### src/assert_macros.svh
// assertion macros used by the rtl decoder
// checks compile away when SYNTHESIS is defined
`ifndef ASSERT_MACROS_SVH
`define ASSERT_MACROS_SVH

`ifndef SYNTHESIS

`define RVD_ASSERT(name, clk, rst_n, prop) \
    name: assert property (@(posedge clk) disable iff (!rst_n) prop) \
        else $error("assertion name failed");

`define RVD_ASSERT_RST(name, clk, prop) \
    name: assert property (@(posedge clk) prop) \
        else $error("assertion name failed");

`else

`define RVD_ASSERT(name, clk, rst_n, prop)

`define RVD_ASSERT_RST(name, clk, prop)

`endif

`endif

### src/rvdec_pkg.sv
// types and encoding constants for the rv32im instruction decoder
// no dependencies
package rvdec_pkg;

    localparam int unsigned InstrW = 32;
    localparam int unsigned RegW   = 5;

    localparam logic [6:0] OPC_IMM    = 7'h13;
    localparam logic [6:0] OPC_REG    = 7'h33;
    localparam logic [6:0] OPC_STORE  = 7'h23;
    localparam logic [6:0] OPC_BRANCH = 7'h63;
    localparam logic [6:0] OPC_JAL    = 7'h6F;
    localparam logic [6:0] OPC_LUI    = 7'h37;
    localparam logic [6:0] OPC_AUIPC  = 7'h17;
    localparam logic [6:0] OPC_LOAD   = 7'h03;
    localparam logic [6:0] OPC_JALR   = 7'h67;
    localparam logic [6:0] OPC_SYSTEM = 7'h73;

    localparam logic [6:0] F7_BASE   = 7'h00;
    localparam logic [6:0] F7_ALT    = 7'h20;
    localparam logic [6:0] F7_MULDIV = 7'h01;

    localparam logic [11:0] F12_ECALL  = 12'h000;
    localparam logic [11:0] F12_EBREAK = 12'h001;

    localparam logic [InstrW-1:0] UpperMask = 32'hFFFFF000;

    typedef enum logic [5:0] {
        MN_ADDI, MN_ANDI, MN_ORI, MN_XORI, MN_SLTI, MN_SLTIU,
        MN_SLLI, MN_SRLI, MN_SRAI,
        MN_ADD, MN_SUB, MN_AND, MN_OR, MN_XOR, MN_SLL, MN_SRL, MN_SRA, MN_SLT, MN_SLTU,
        MN_SB, MN_SH, MN_SW,
        MN_LB, MN_LBU, MN_LH, MN_LHU, MN_LW,
        MN_BEQ, MN_BNE, MN_BLT, MN_BLTU, MN_BGE, MN_BGEU,
        MN_JAL, MN_JALR, MN_LUI, MN_AUIPC,
        MN_ECALL, MN_EBREAK,
        MN_MUL, MN_MULH, MN_MULHU, MN_MULHSU, MN_DIV, MN_DIVU, MN_REM, MN_REMU,
        MN_UNKNOWN
    } t_mnemonic;

    typedef enum logic [3:0] {
        FC_I, FC_SHIFT, FC_R, FC_S, FC_B, FC_J, FC_U, FC_LOAD, FC_JALR, FC_ENV, FC_UNK
    } t_format;

    typedef struct packed {
        t_mnemonic                mnemonic;
        t_format                  format_class;
        logic [RegW-1:0]          dest_reg;
        logic [RegW-1:0]          src1_reg;
        logic [RegW-1:0]          src2_reg;
        logic signed [InstrW-1:0] immediate;
        logic [RegW-1:0]          shift_amount;
    } t_decoded;

endpackage

### src/rvdec_if.sv
// valid/ready channels of the rv32im instruction decoder
// depends on rvdec_pkg
interface rvdec_instr_if;
    import rvdec_pkg::*;

    logic              valid;
    logic              ready;
    logic [InstrW-1:0] instr_word;

    modport source (output valid, output instr_word, input ready);
    modport sink (input valid, input instr_word, output ready);
endinterface

interface rvdec_result_if;
    import rvdec_pkg::*;

    logic                     valid;
    logic                     ready;
    t_mnemonic                mnemonic;
    t_format                  format_class;
    logic [RegW-1:0]          dest_reg;
    logic [RegW-1:0]          src1_reg;
    logic [RegW-1:0]          src2_reg;
    logic signed [InstrW-1:0] immediate;
    logic [RegW-1:0]          shift_amount;

    modport source (
        output valid, output mnemonic, output format_class, output dest_reg,
        output src1_reg, output src2_reg, output immediate, output shift_amount,
        input ready
    );
    modport sink (
        input valid, input mnemonic, input format_class, input dest_reg,
        input src1_reg, input src2_reg, input immediate, input shift_amount,
        output ready
    );
endinterface

### src/rv32im_instruction_decoder.sv
// rv32im instruction decoder: input register, decode logic, result register
// depends on rvdec_pkg, rvdec_if and assert_macros.svh
//
//   channel    dir   beat
//   i_instr    in    one 32-bit instruction word
//   o_result   out   mnemonic, format, rd/rs1/rs2, immediate, shift amount
//
// one beat per cycle sustained while the output is not stalled; each beat passes
// through the input register and then the result register around the decode
// input is ready while the input register is empty or the result register is empty
// or drains in the same cycle, so a stalled output holds at most two beats
// synchronous active-low reset clears both valid flags
`include "assert_macros.svh"

module rv32im_instruction_decoder (
    input  logic           i_clk,
    input  logic           i_rst_n,
    rvdec_instr_if.sink    i_instr,
    rvdec_result_if.source o_result
);
    import rvdec_pkg::*;

    logic              r_in_valid;
    logic [InstrW-1:0] r_in_word;
    logic              r_out_valid;
    t_decoded          r_out;
    t_decoded          n_out;

    logic              out_free;
    logic              in_free;

    logic [6:0]        w_opc;
    logic [2:0]        w_f3;
    logic [6:0]        w_f7;
    logic [11:0]       w_f12;
    t_mnemonic         dec_mn;
    t_format           dec_fc;

    assign w_opc = r_in_word[6:0];
    assign w_f3  = r_in_word[14:12];
    assign w_f7  = r_in_word[31:25];
    assign w_f12 = r_in_word[31:20];

    // mnemonic and format from opcode, funct3, funct7 and funct12
    always_comb begin
        dec_mn = MN_UNKNOWN;
        dec_fc = FC_UNK;
        case (w_opc)
            OPC_IMM: begin
                case (w_f3)
                    3'd0: dec_mn = MN_ADDI;
                    3'd2: dec_mn = MN_SLTI;
                    3'd3: dec_mn = MN_SLTIU;
                    3'd4: dec_mn = MN_XORI;
                    3'd6: dec_mn = MN_ORI;
                    3'd7: dec_mn = MN_ANDI;
                    3'd1: if (w_f7 == F7_BASE) dec_mn = MN_SLLI;
                    3'd5: begin
                        if (w_f7 == F7_BASE) dec_mn = MN_SRLI;
                        else if (w_f7 == F7_ALT) dec_mn = MN_SRAI;
                    end
                    default: dec_mn = MN_UNKNOWN;
                endcase
                if (dec_mn == MN_SLLI || dec_mn == MN_SRLI || dec_mn == MN_SRAI) begin
                    dec_fc = FC_SHIFT;
                end else if (dec_mn != MN_UNKNOWN) begin
                    dec_fc = FC_I;
                end
            end
            OPC_REG: begin
                if (w_f7 == F7_BASE) begin
                    case (w_f3)
                        3'd0:    dec_mn = MN_ADD;
                        3'd1:    dec_mn = MN_SLL;
                        3'd2:    dec_mn = MN_SLT;
                        3'd3:    dec_mn = MN_SLTU;
                        3'd4:    dec_mn = MN_XOR;
                        3'd5:    dec_mn = MN_SRL;
                        3'd6:    dec_mn = MN_OR;
                        default: dec_mn = MN_AND;
                    endcase
                end else if (w_f7 == F7_MULDIV) begin
                    case (w_f3)
                        3'd0:    dec_mn = MN_MUL;
                        3'd1:    dec_mn = MN_MULH;
                        3'd2:    dec_mn = MN_MULHSU;
                        3'd3:    dec_mn = MN_MULHU;
                        3'd4:    dec_mn = MN_DIV;
                        3'd5:    dec_mn = MN_DIVU;
                        3'd6:    dec_mn = MN_REM;
                        default: dec_mn = MN_REMU;
                    endcase
                end else if (w_f7 == F7_ALT && w_f3 == 3'd0) begin
                    dec_mn = MN_SUB;
                end else if (w_f7 == F7_ALT && w_f3 == 3'd5) begin
                    dec_mn = MN_SRA;
                end
                if (dec_mn != MN_UNKNOWN) dec_fc = FC_R;
            end
            OPC_STORE: begin
                case (w_f3)
                    3'd0:    dec_mn = MN_SB;
                    3'd1:    dec_mn = MN_SH;
                    3'd2:    dec_mn = MN_SW;
                    default: dec_mn = MN_UNKNOWN;
                endcase
                if (dec_mn != MN_UNKNOWN) dec_fc = FC_S;
            end
            OPC_LOAD: begin
                case (w_f3)
                    3'd0:    dec_mn = MN_LB;
                    3'd1:    dec_mn = MN_LH;
                    3'd2:    dec_mn = MN_LW;
                    3'd4:    dec_mn = MN_LBU;
                    3'd5:    dec_mn = MN_LHU;
                    default: dec_mn = MN_UNKNOWN;
                endcase
                if (dec_mn != MN_UNKNOWN) dec_fc = FC_LOAD;
            end
            OPC_BRANCH: begin
                case (w_f3)
                    3'd0:    dec_mn = MN_BEQ;
                    3'd1:    dec_mn = MN_BNE;
                    3'd4:    dec_mn = MN_BLT;
                    3'd5:    dec_mn = MN_BGE;
                    3'd6:    dec_mn = MN_BLTU;
                    3'd7:    dec_mn = MN_BGEU;
                    default: dec_mn = MN_UNKNOWN;
                endcase
                if (dec_mn != MN_UNKNOWN) dec_fc = FC_B;
            end
            OPC_JAL: begin
                dec_mn = MN_JAL;
                dec_fc = FC_J;
            end
            OPC_JALR: begin
                if (w_f3 == 3'd0) begin
                    dec_mn = MN_JALR;
                    dec_fc = FC_JALR;
                end
            end
            OPC_LUI: begin
                dec_mn = MN_LUI;
                dec_fc = FC_U;
            end
            OPC_AUIPC: begin
                dec_mn = MN_AUIPC;
                dec_fc = FC_U;
            end
            OPC_SYSTEM: begin
                if (w_f3 == 3'd0 && w_f12 == F12_ECALL) begin
                    dec_mn = MN_ECALL;
                    dec_fc = FC_ENV;
                end else if (w_f3 == 3'd0 && w_f12 == F12_EBREAK) begin
                    dec_mn = MN_EBREAK;
                    dec_fc = FC_ENV;
                end
            end
            default: begin
                dec_mn = MN_UNKNOWN;
                dec_fc = FC_UNK;
            end
        endcase
    end

    // operand fields selected by format, unused fields zero
    always_comb begin
        logic [InstrW-1:0] imm_i;
        logic [InstrW-1:0] imm_s;
        logic [InstrW-1:0] imm_b;
        logic [InstrW-1:0] imm_j;
        logic [InstrW-1:0] imm_u;
        logic [RegW-1:0]   rd;
        logic [RegW-1:0]   rs1;
        logic [RegW-1:0]   rs2;

        imm_i = {{20{r_in_word[31]}}, r_in_word[31:20]};
        imm_s = {{20{r_in_word[31]}}, r_in_word[31:25], r_in_word[11:7]};
        imm_b = {{19{r_in_word[31]}}, r_in_word[31], r_in_word[7], r_in_word[30:25],
                 r_in_word[11:8], 1'b0};
        imm_j = {{11{r_in_word[31]}}, r_in_word[31], r_in_word[19:12], r_in_word[20],
                 r_in_word[30:21], 1'b0};
        imm_u = r_in_word & UpperMask;
        rd    = r_in_word[11:7];
        rs1   = r_in_word[19:15];
        rs2   = r_in_word[24:20];

        n_out              = '0;
        n_out.mnemonic     = dec_mn;
        n_out.format_class = dec_fc;
        case (dec_fc)
            FC_I, FC_LOAD, FC_JALR: begin
                n_out.dest_reg  = rd;
                n_out.src1_reg  = rs1;
                n_out.immediate = imm_i;
            end
            FC_SHIFT: begin
                n_out.dest_reg     = rd;
                n_out.src1_reg     = rs1;
                n_out.shift_amount = rs2;
            end
            FC_R: begin
                n_out.dest_reg = rd;
                n_out.src1_reg = rs1;
                n_out.src2_reg = rs2;
            end
            FC_S: begin
                n_out.src1_reg  = rs1;
                n_out.src2_reg  = rs2;
                n_out.immediate = imm_s;
            end
            FC_B: begin
                n_out.src1_reg  = rs1;
                n_out.src2_reg  = rs2;
                n_out.immediate = imm_b;
            end
            FC_J: begin
                n_out.dest_reg  = rd;
                n_out.immediate = imm_j;
            end
            FC_U: begin
                n_out.dest_reg  = rd;
                n_out.immediate = imm_u;
            end
            default: begin
                n_out.dest_reg = '0;
            end
        endcase
    end

    assign out_free      = !r_out_valid || o_result.ready;
    assign in_free       = !r_in_valid || out_free;
    assign i_instr.ready = in_free;

    always_ff @(posedge i_clk) begin
        if (!i_rst_n) begin
            r_in_valid  <= 1'b0;
            r_out_valid <= 1'b0;
        end else begin
            if (in_free) r_in_valid <= i_instr.valid;
            if (out_free) r_out_valid <= r_in_valid;
        end
    end

    always_ff @(posedge i_clk) begin
        if (in_free && i_instr.valid) r_in_word <= i_instr.instr_word;
        if (out_free && r_in_valid) r_out <= n_out;
    end

    assign o_result.valid        = r_out_valid;
    assign o_result.mnemonic     = r_out.mnemonic;
    assign o_result.format_class = r_out.format_class;
    assign o_result.dest_reg     = r_out.dest_reg;
    assign o_result.src1_reg     = r_out.src1_reg;
    assign o_result.src2_reg     = r_out.src2_reg;
    assign o_result.immediate    = r_out.immediate;
    assign o_result.shift_amount = r_out.shift_amount;

    `RVD_ASSERT_RST(a_reset_empty, i_clk, !i_rst_n |=> !o_result.valid)
    `RVD_ASSERT(a_stage_advance, i_clk, i_rst_n, r_in_valid && out_free |=> r_out_valid)
    `RVD_ASSERT(a_unknown_clean, i_clk, i_rst_n, r_out_valid && r_out.mnemonic == MN_UNKNOWN |-> r_out.format_class == FC_UNK && r_out.immediate == 0 && r_out.dest_reg == 0)
    `RVD_ASSERT(a_shamt_only_shift, i_clk, i_rst_n, r_out_valid && r_out.shift_amount != 0 |-> r_out.format_class == FC_SHIFT)

endmodule

### src/flat_wrapper.sv
// flat-port wrapper written by rule: the top's interface ports become plain ports
module rv32im_instruction_decoder_flat import rvdec_pkg::*;
  (i_clk, i_rst_n, i_instr_valid, i_instr_instr_word, i_instr_ready, o_result_valid, o_result_mnemonic, o_result_format_class, o_result_dest_reg, o_result_src1_reg, o_result_src2_reg, o_result_immediate, o_result_shift_amount, o_result_ready);
  rvdec_instr_if i_instr_i ();
  rvdec_result_if o_result_i ();
  input  logic i_clk;
  input  logic i_rst_n;
  input wire logic [$bits(i_instr_i.valid)-1:0] i_instr_valid;
  input wire logic [$bits(i_instr_i.instr_word)-1:0] i_instr_instr_word;
  output wire logic [$bits(i_instr_i.ready)-1:0] i_instr_ready;
  output wire logic [$bits(o_result_i.valid)-1:0] o_result_valid;
  output wire logic [$bits(o_result_i.mnemonic)-1:0] o_result_mnemonic;
  output wire logic [$bits(o_result_i.format_class)-1:0] o_result_format_class;
  output wire logic [$bits(o_result_i.dest_reg)-1:0] o_result_dest_reg;
  output wire logic [$bits(o_result_i.src1_reg)-1:0] o_result_src1_reg;
  output wire logic [$bits(o_result_i.src2_reg)-1:0] o_result_src2_reg;
  output wire logic [$bits(o_result_i.immediate)-1:0] o_result_immediate;
  output wire logic [$bits(o_result_i.shift_amount)-1:0] o_result_shift_amount;
  input wire logic [$bits(o_result_i.ready)-1:0] o_result_ready;
  assign i_instr_i.valid = i_instr_valid;
  assign i_instr_i.instr_word = i_instr_instr_word;
  assign i_instr_ready = i_instr_i.ready;
  assign o_result_valid = o_result_i.valid;
  assign o_result_mnemonic = o_result_i.mnemonic;
  assign o_result_format_class = o_result_i.format_class;
  assign o_result_dest_reg = o_result_i.dest_reg;
  assign o_result_src1_reg = o_result_i.src1_reg;
  assign o_result_src2_reg = o_result_i.src2_reg;
  assign o_result_immediate = o_result_i.immediate;
  assign o_result_shift_amount = o_result_i.shift_amount;
  assign o_result_i.ready = o_result_ready;
  rv32im_instruction_decoder u_core (.i_clk(i_clk), .i_rst_n(i_rst_n), .i_instr(i_instr_i), .o_result(o_result_i));
endmodule
### config.mk
export PLATFORM = sky130hd
export DESIGN_NAME = rv32im_instruction_decoder_flat
export DESIGN_NICKNAME = d
export VERILOG_FILES = /design/src/rvdec_pkg.sv /design/src/rvdec_if.sv /design/src/rv32im_instruction_decoder.sv /design/src/flat_wrapper.sv
export VERILOG_INCLUDE_DIRS = /design/src /design/src/src
export SDC_FILE = /design/constraint.sdc
export NUM_CORES = 1
export LEC_CHECK = 0
export ABC_AREA = 1
export BUFFER_PORTS_ARGS = -buffer_cell sky130_fd_sc_hd__buf_4
export CORE_MARGIN = 2
export CORE_UTILIZATION = 58
export DETAILED_ROUTE_END_ITERATION = 8
export PLACE_DENSITY = 0.85
export SETUP_SLACK_MARGIN = 0.5
export SLEW_MARGIN = 15
export SYNTH_ARGS = -nofsm -noshare
export SYNTH_HDL_FRONTEND = slang
export SYNTH_SLANG_ARGS = --single-unit
### constraint.sdc
create_clock -name i_clk -period 13.05 [get_ports i_clk]
set_clock_uncertainty 0.1 [all_clocks]
set_input_delay 1.9575 -clock i_clk [delete_from_list [all_inputs] [get_ports i_clk]]
set_output_delay 1.9575 -clock i_clk [all_outputs]
set_load 0.05 [all_outputs]
==> impl_metrics.toml, run 1 <==
[outcome]
status = "complete, no violations"

[worst_setup_path]
setup.worst_path.class = "in2out"
cp_max_fo = 3
cp_data_required_time_ns = 10.99
arrival_ns = 2.52
critPathBufInv = 3
slowest_delay_ns = 0.21
crit_family = "buffers and inverters"
rr_startpoint = "u_core.r_in_word[5]"
startpoint = "o_result_ready"
worst_setup_path_end_kind = "output port"
slowest_stage = "buf_4"
crit_chain = "buf_4, inv_1, nand3_1, buf_4"
cp_common_cell = "buf_4"
cp-start-kind = "input port"

[clock_tree]
root_buffer = "clkbuf_8"
cts_tree = "done"
cts_buffers = 9
postCtsHoldBufs = 0
cts.htree.levels = 3
clockBufferDepth = 2
clock_latency_ns = 0.38
cts_setup_buffers = 0
clk_pin_slew_worst_paths_ns = 0.10
clkSinkCount = 96
cts.repair.resized = 0

[logic_synthesis]
avgSynthCellArea_um2 = 10.2
seq_area_frac_synth_pct = 66.2
ys_warn_count = 0
synthCells = 425
synth_nets = 461
synth-seq-cells = 96
synth_area_um2 = 4330
synth_cell_types = 32

[pwr]
cellPowerDensity_nw_per_um2 = 119
switchingPower_mw = 0.185
seqPwrFrac_pct = 56.7
p_int_mw = 0.454
power_mw = 0.640
p_comb_share_pct = 12.9
max-vdd-ir-drop_mv = 0.0849
p_clk_share_pct = 30.3
swShare_pct = 28.9
leakage_nw = 2.40

[run]
drv_cap = 0

[placed_design]
place_area_um2 = 5180
port_buffers = 99
post-place-ws_ns = 8.48
dpl.hpwl_um = 7670
gp_congestion = 0.922

[global_route]
grt_max_degree = 63
antenna_found_initial = 0
grt_use_total_pct = 25.9
first_global_vias = 3258
grt_first_pass_wirelength_um = 16100
grt_overflow = 0

[floorplanning]
die_x_um = 90.4
rows = 31
initial_core_util_pct = 59.7
dieArea_um2 = 8170
die_h_um = 90.4
io_pins = 100
core-area_um2 = 7250

[routing]
firstDrtPassIters = 5
drtAntennaViolNets = 0
wirelength_um = 10300
drtIter0Drc = 253
via_count = 3481
vias_per_cell = 5.49
wl_per_cell_um = 16.2
drc = 0

[hold_path]
hold_path_class = "reg2reg"
min-delay-start = "u_core.r_in_valid"

[cells_and_area]
layout_commonest_cell = "buf_4"
final_cell_mix = "buf_4, edfxtp_1, nand2_1"
final_nets = 566
diodes = 0
fillerInstances = 476
syn_to_final_growth_pct = 24.2
post-route-cell-area_um2 = 5370
drive_gt1_share_pct = 24.7

[sta]
rsz0062_at_grt = "no"
worst_pin_slew_ns = 0.758
hold_viol = 0
fin_tns_setup_ns = 0
layout_min_cycle_time_ns = 4.57
fmax_mhz = 219
fin_crit_sh_pct = 35.1
postLayoutSetupSlackWorst_ns = 8.48
setup_violations = 0
slew_headroom_pct = 49.4
maxSlewViolCount = 0
==> synthesized netlist by cell type <==
| cell | n | share of area [%] |
|---|---|---|
| o22ai_1 | 2 | 0.29 |
| o2111ai_1 | 3 | 0.61 |
| buf_6 | 1 | 0.26 |
| dfxtp_1 | 2 | 0.93 |
| nand2_1 | 84 | 7.3 |
| a21oi_1 | 22 | 2.5 |
| inv_2 | 1 | 0.087 |
| buf_2 | 2 | 0.23 |
| nor4b_1 | 1 | 0.20 |
| nand2_4 | 1 | 0.26 |
| o21ai_0 | 28 | 3.2 |
| o211ai_1 | 1 | 0.17 |
| nor3_1 | 2 | 0.23 |
| inv_1 | 53 | 4.6 |
| a31oi_1 | 1 | 0.14 |
| a2111oi_0 | 1 | 0.20 |
| o21bai_1 | 1 | 0.17 |
| nor3_2 | 1 | 0.23 |
| nand3b_2 | 1 | 0.26 |
| nor2_1 | 76 | 6.6 |
| clkinv_1 | 1 | 0.087 |
| nor2_2 | 5 | 0.72 |
| a221oi_1 | 1 | 0.20 |
| nand3_1 | 25 | 2.9 |
| clkbuf_1 | 2 | 0.17 |
| nor4_1 | 1 | 0.14 |
| o311ai_0 | 2 | 0.40 |
| nand2_2 | 4 | 0.58 |
| buf_4 | 1 | 0.17 |
| edfxtp_1 | 94 | 65 |
| nand4_1 | 4 | 0.58 |
| o21bai_2 | 1 | 0.26 |
==> power by group through the flow <==
stage,registers (mW),logic [mW],clock network [mW]
6_report,0.363,0.0827,0.194
5_1_grt,0.365,0.0885,0.203
4_1_cts,0.363,0.0825,0.194
3_5_place_dp,0.370,0.0823,0
3_3_place_gp,0.369,0.0809,0
2_1_floorplan,0.395,0.0277,0
==> final timing paths <==
kind                            slack (ns)  cells past startpoint                             to
worst min-delay path                  0.45                      2          u_core.o_result.valid
worst min register to register        0.45                      2          u_core.o_result.valid
worst max-delay path                  8.48                      4                  i_instr_ready
worst max register to register        9.88                     14  u_core.o_result.immediate[10]
==> cells by family (layout without fill, tap and decap cells) <==
logic type	count (synthesis)	count (layout)	share of synthesized area, %
and+or+nand+nor	205	205	20.0
DFF	96	96	66.2
AOI/OAI and AO/OA	63	63	8.24
buffers and inverters	61	171	5.61
==> stage by stage <==
stage | hold slack [ns] | std cells | util, %
after floorplan | 0.348 | 425 | -
after global routing | 0.467 | 634 | 74.1
after global placement | 0.408 | 618 | 71.4
after detailed placement | 0.438 | 618 | 71.4
after CTS | 0.450 | 634 | 74.1
final | 0.446 | 634 | 74.1
==> layer usage <==
layer / wire length, um / global-route usage [%]
met5: 0 / 0
met4: 402 / 13.3
met3: 732 / 4.42
met2: 5070 / 42.9
met1: 4060 / 33.1
==> worst reg2reg max path, cell delays in order (launching register included) <==
cell	delay [ns]
edfxtp_1	0.45
nand2_2	0.14
nor2_1	0.06
nand2_1	0.12
nand2_1	0.28
nor2_1	0.66
nand2_1	0.20
nand2_1	0.10
nor2_1	0.05
nand3_1	0.07
nand2_1	0.06
nand2_2	0.14
nand2_2	0.12
nor2_2	0.29
nor2_1	0.08
==> cell type report <==
type	count	area (um2)	share of cell area, %
clock buffer	9	124	2.31
clock inverter	7	73.8	1.37
inverter	55	206	3.84
multi-input combinational	268	1230	22.9
sequential	96	2860	53.3
tap	99	124	2.31
timing repair buffer	100	751	14.0
(Power assumes the default switching activity.)
==> inputs of run 2 (changes only) <==
--- a/config.mk
+++ b/config.mk
@@ -9,9 +9,9 @@
 export ABC_AREA = 1
 export BUFFER_PORTS_ARGS = -buffer_cell sky130_fd_sc_hd__buf_4
 export CORE_MARGIN = 2
-export CORE_UTILIZATION = 58
+export CORE_UTILIZATION = 48
 export DETAILED_ROUTE_END_ITERATION = 8
-export PLACE_DENSITY = 0.85
+export PLACE_DENSITY = 0.75
 export SETUP_SLACK_MARGIN = 0.5
 export SLEW_MARGIN = 15
 export SYNTH_ARGS = -nofsm -noshare
==> constraint.sdc (replaced) <==
create_clock -name i_clk -period 3.7 [get_ports i_clk]
set_clock_uncertainty 0.1 [all_clocks]
set_input_delay 0.555 -clock i_clk [delete_from_list [all_inputs] [get_ports i_clk]]
set_output_delay 0.555 -clock i_clk [all_outputs]
set_load 0.05 [all_outputs]
==> run 2 against run 1 <==
Via count is 2.4% lower. Sequential share of layout area is 0.19 points lower. Largest cell class unchanged. Critical endpoint is now u_core.o_result.immediate[7]. Largest power group unchanged. Flip-flop and latch count stayed put. First-iteration DRC count stayed put. Highest routed layer unchanged. Utilization is 12 points lower.
==> impl_metrics.toml, run 2 (same netlist as run 1, synthesis figures left out) <==
[sta]
rsz0062_at_grt = "no"
slew_headroom_pct = 47.7
fin_crit_sh_pct = 76.0
worst_pin_slew_ns = 0.785
fin_hold_ws_ns = 0.247
layout_min_cycle_time_ns = 2.81
fin_tns_setup_ns = 0
setup_violations = 0
fmax_mhz = 356
maxSlewViolCount = 0
hold_viol = 0
postLayoutSetupSlackWorst_ns = 0.889

[floorplanning]
core-area_um2 = 8720
dieArea_um2 = 9790
initial_core_util_pct = 49.6
rows = 34
io_pins = 100
die_h_um = 98.9
die_x_um = 98.9

[clock_tree]
root_buffer = "clkbuf_8"
cts_setup_buffers = 0
cts_buffers = 9
cts_tree = "done"
cts.repair.resized = 0
clkSinkCount = 96
clk_pin_slew_worst_paths_ns = 0.11
clockBufferDepth = 2
cts.htree.levels = 3
postCtsHoldBufs = 0
clock_latency_ns = 0.37

[global_route]
antenna_found_initial = 0
grt_max_degree = 63
first_global_vias = 3209
grt_overflow = 0
grt_first_pass_wirelength_um = 16200
grt_use_total_pct = 21.4

[pwr]
leakage_nw = 2.41
max-vdd-ir-drop_mv = 0.180
power_mw = 2.25
cellPowerDensity_nw_per_um2 = 417

[cells_and_area]
final_nets = 567
layoutNonFillerInstCount = 644
ff_latch_area_um2 = 2860
final_cell_mix = "buf_4, edfxtp_1, nand2_1"
layout_commonest_cell = "buf_4"
diodes = 0
post-route-cell-area_um2 = 5390
fin_util_pct = 61.8
syn_to_final_growth_pct = 24.6
drive_gt1_share_pct = 24.8
fillerInstances = 720
multi_input_area_um2 = 1230

[worst_setup_path]
cp_data_required_time_ns = 3.72
crit_family = "simple AND/OR/NAND/NOR gates"
cp_common_cell = "nand2_1"
cp-start-kind = "register"
slowest_delay_ns = 0.46
slowest_stage = "nor2_2"
crit_chain = "nand2_2, nor2_1, nand2_1, nand2_1, nor2_2, nand2_1, nand2_1, nor2_1, nand3_1, nand2_1, nand2_2, nand2_2, nor2_2, nor2_1"
worst_setup_path_end_kind = "register"
critPathBufInv = 0
arrival_ns = 2.84
setup.worst_path.class = "reg2reg"
cp_max_fo = 12

[routing]
drtAntennaViolNets = 0
wl_per_cell_um = 16.0
firstDrtPassIters = 5
vias_per_cell = 5.28
drtIter0Drc = 253
wirelength_um = 10300
via_count = 3399
drc = 0

[placed_design]
port_buffers = 99
dp_cells = 628
gp_congestion = 0.891
post-place-ws_ns = 0.693
place_area_um2 = 5190
dpl.hpwl_um = 7700

[run]
drv_cap = 0

[hold_path]
hold_path_class = "in2reg"

[outcome]
status = "complete, no violations"
## run 2: cell types whose count changed in the layout (fill, tap and decap cells not counted), sizes merged
| cell | before | now |
|---|---|---|
| buf | 100 | 101 |
| clkinv | 2 | 3 |
| clkinvlp | 2 | 1 |
## run 2: cell type report
cell class	count	area share, %
clock inverter	7	1.32
tap	108	2.51
sequential	96	53.1
timing repair buffer	101	14.1
clock buffer	9	2.30
multi-input combinational	268	22.9
inverter	55	3.83
## run 2: metal layers
metal	vias up	track usage [%]	share of wire, %
met5	-	0	0
met4	0	6.43	1.8
met3	14	4.18	6.7
met2	145	35.8	50
met1	1583	28.4	42
li1	1657	-	-
## run 2: where the power goes
| part | internal, mW | switching [mW] |
|---|---|---|
| Sequential | 1.25 | 0.0270 |
| Combinational | 0.0845 | 0.206 |
| Clock | 0.265 | 0.415 |
## run 2: worst paths after layout
kind                           from                      endpoint  slack (ns)  cells after the start
max             u_core.r_in_word[5]  u_core.o_result.immediate[7]        0.89                     14
max reg2reg     u_core.r_in_word[5]  u_core.o_result.immediate[7]        0.89                     14
min          i_instr_instr_word[21]          u_core.r_in_word[21]        0.25                      1
min reg2reg   u_core.o_result.valid         u_core.o_result.valid        0.44                      2
## run 2: worst register-to-register path, stage by stage (launching register included)
cell,delay [ns]
edfxtp_1,0.45
nand2_2,0.14
nor2_1,0.06
nand2_1,0.11
nand2_1,0.29
nor2_2,0.46
nand2_1,0.14
nand2_1,0.08
nor2_1,0.05
nand3_1,0.07
nand2_1,0.07
nand2_2,0.12
nand2_2,0.10
nor2_2,0.26
nor2_1,0.09
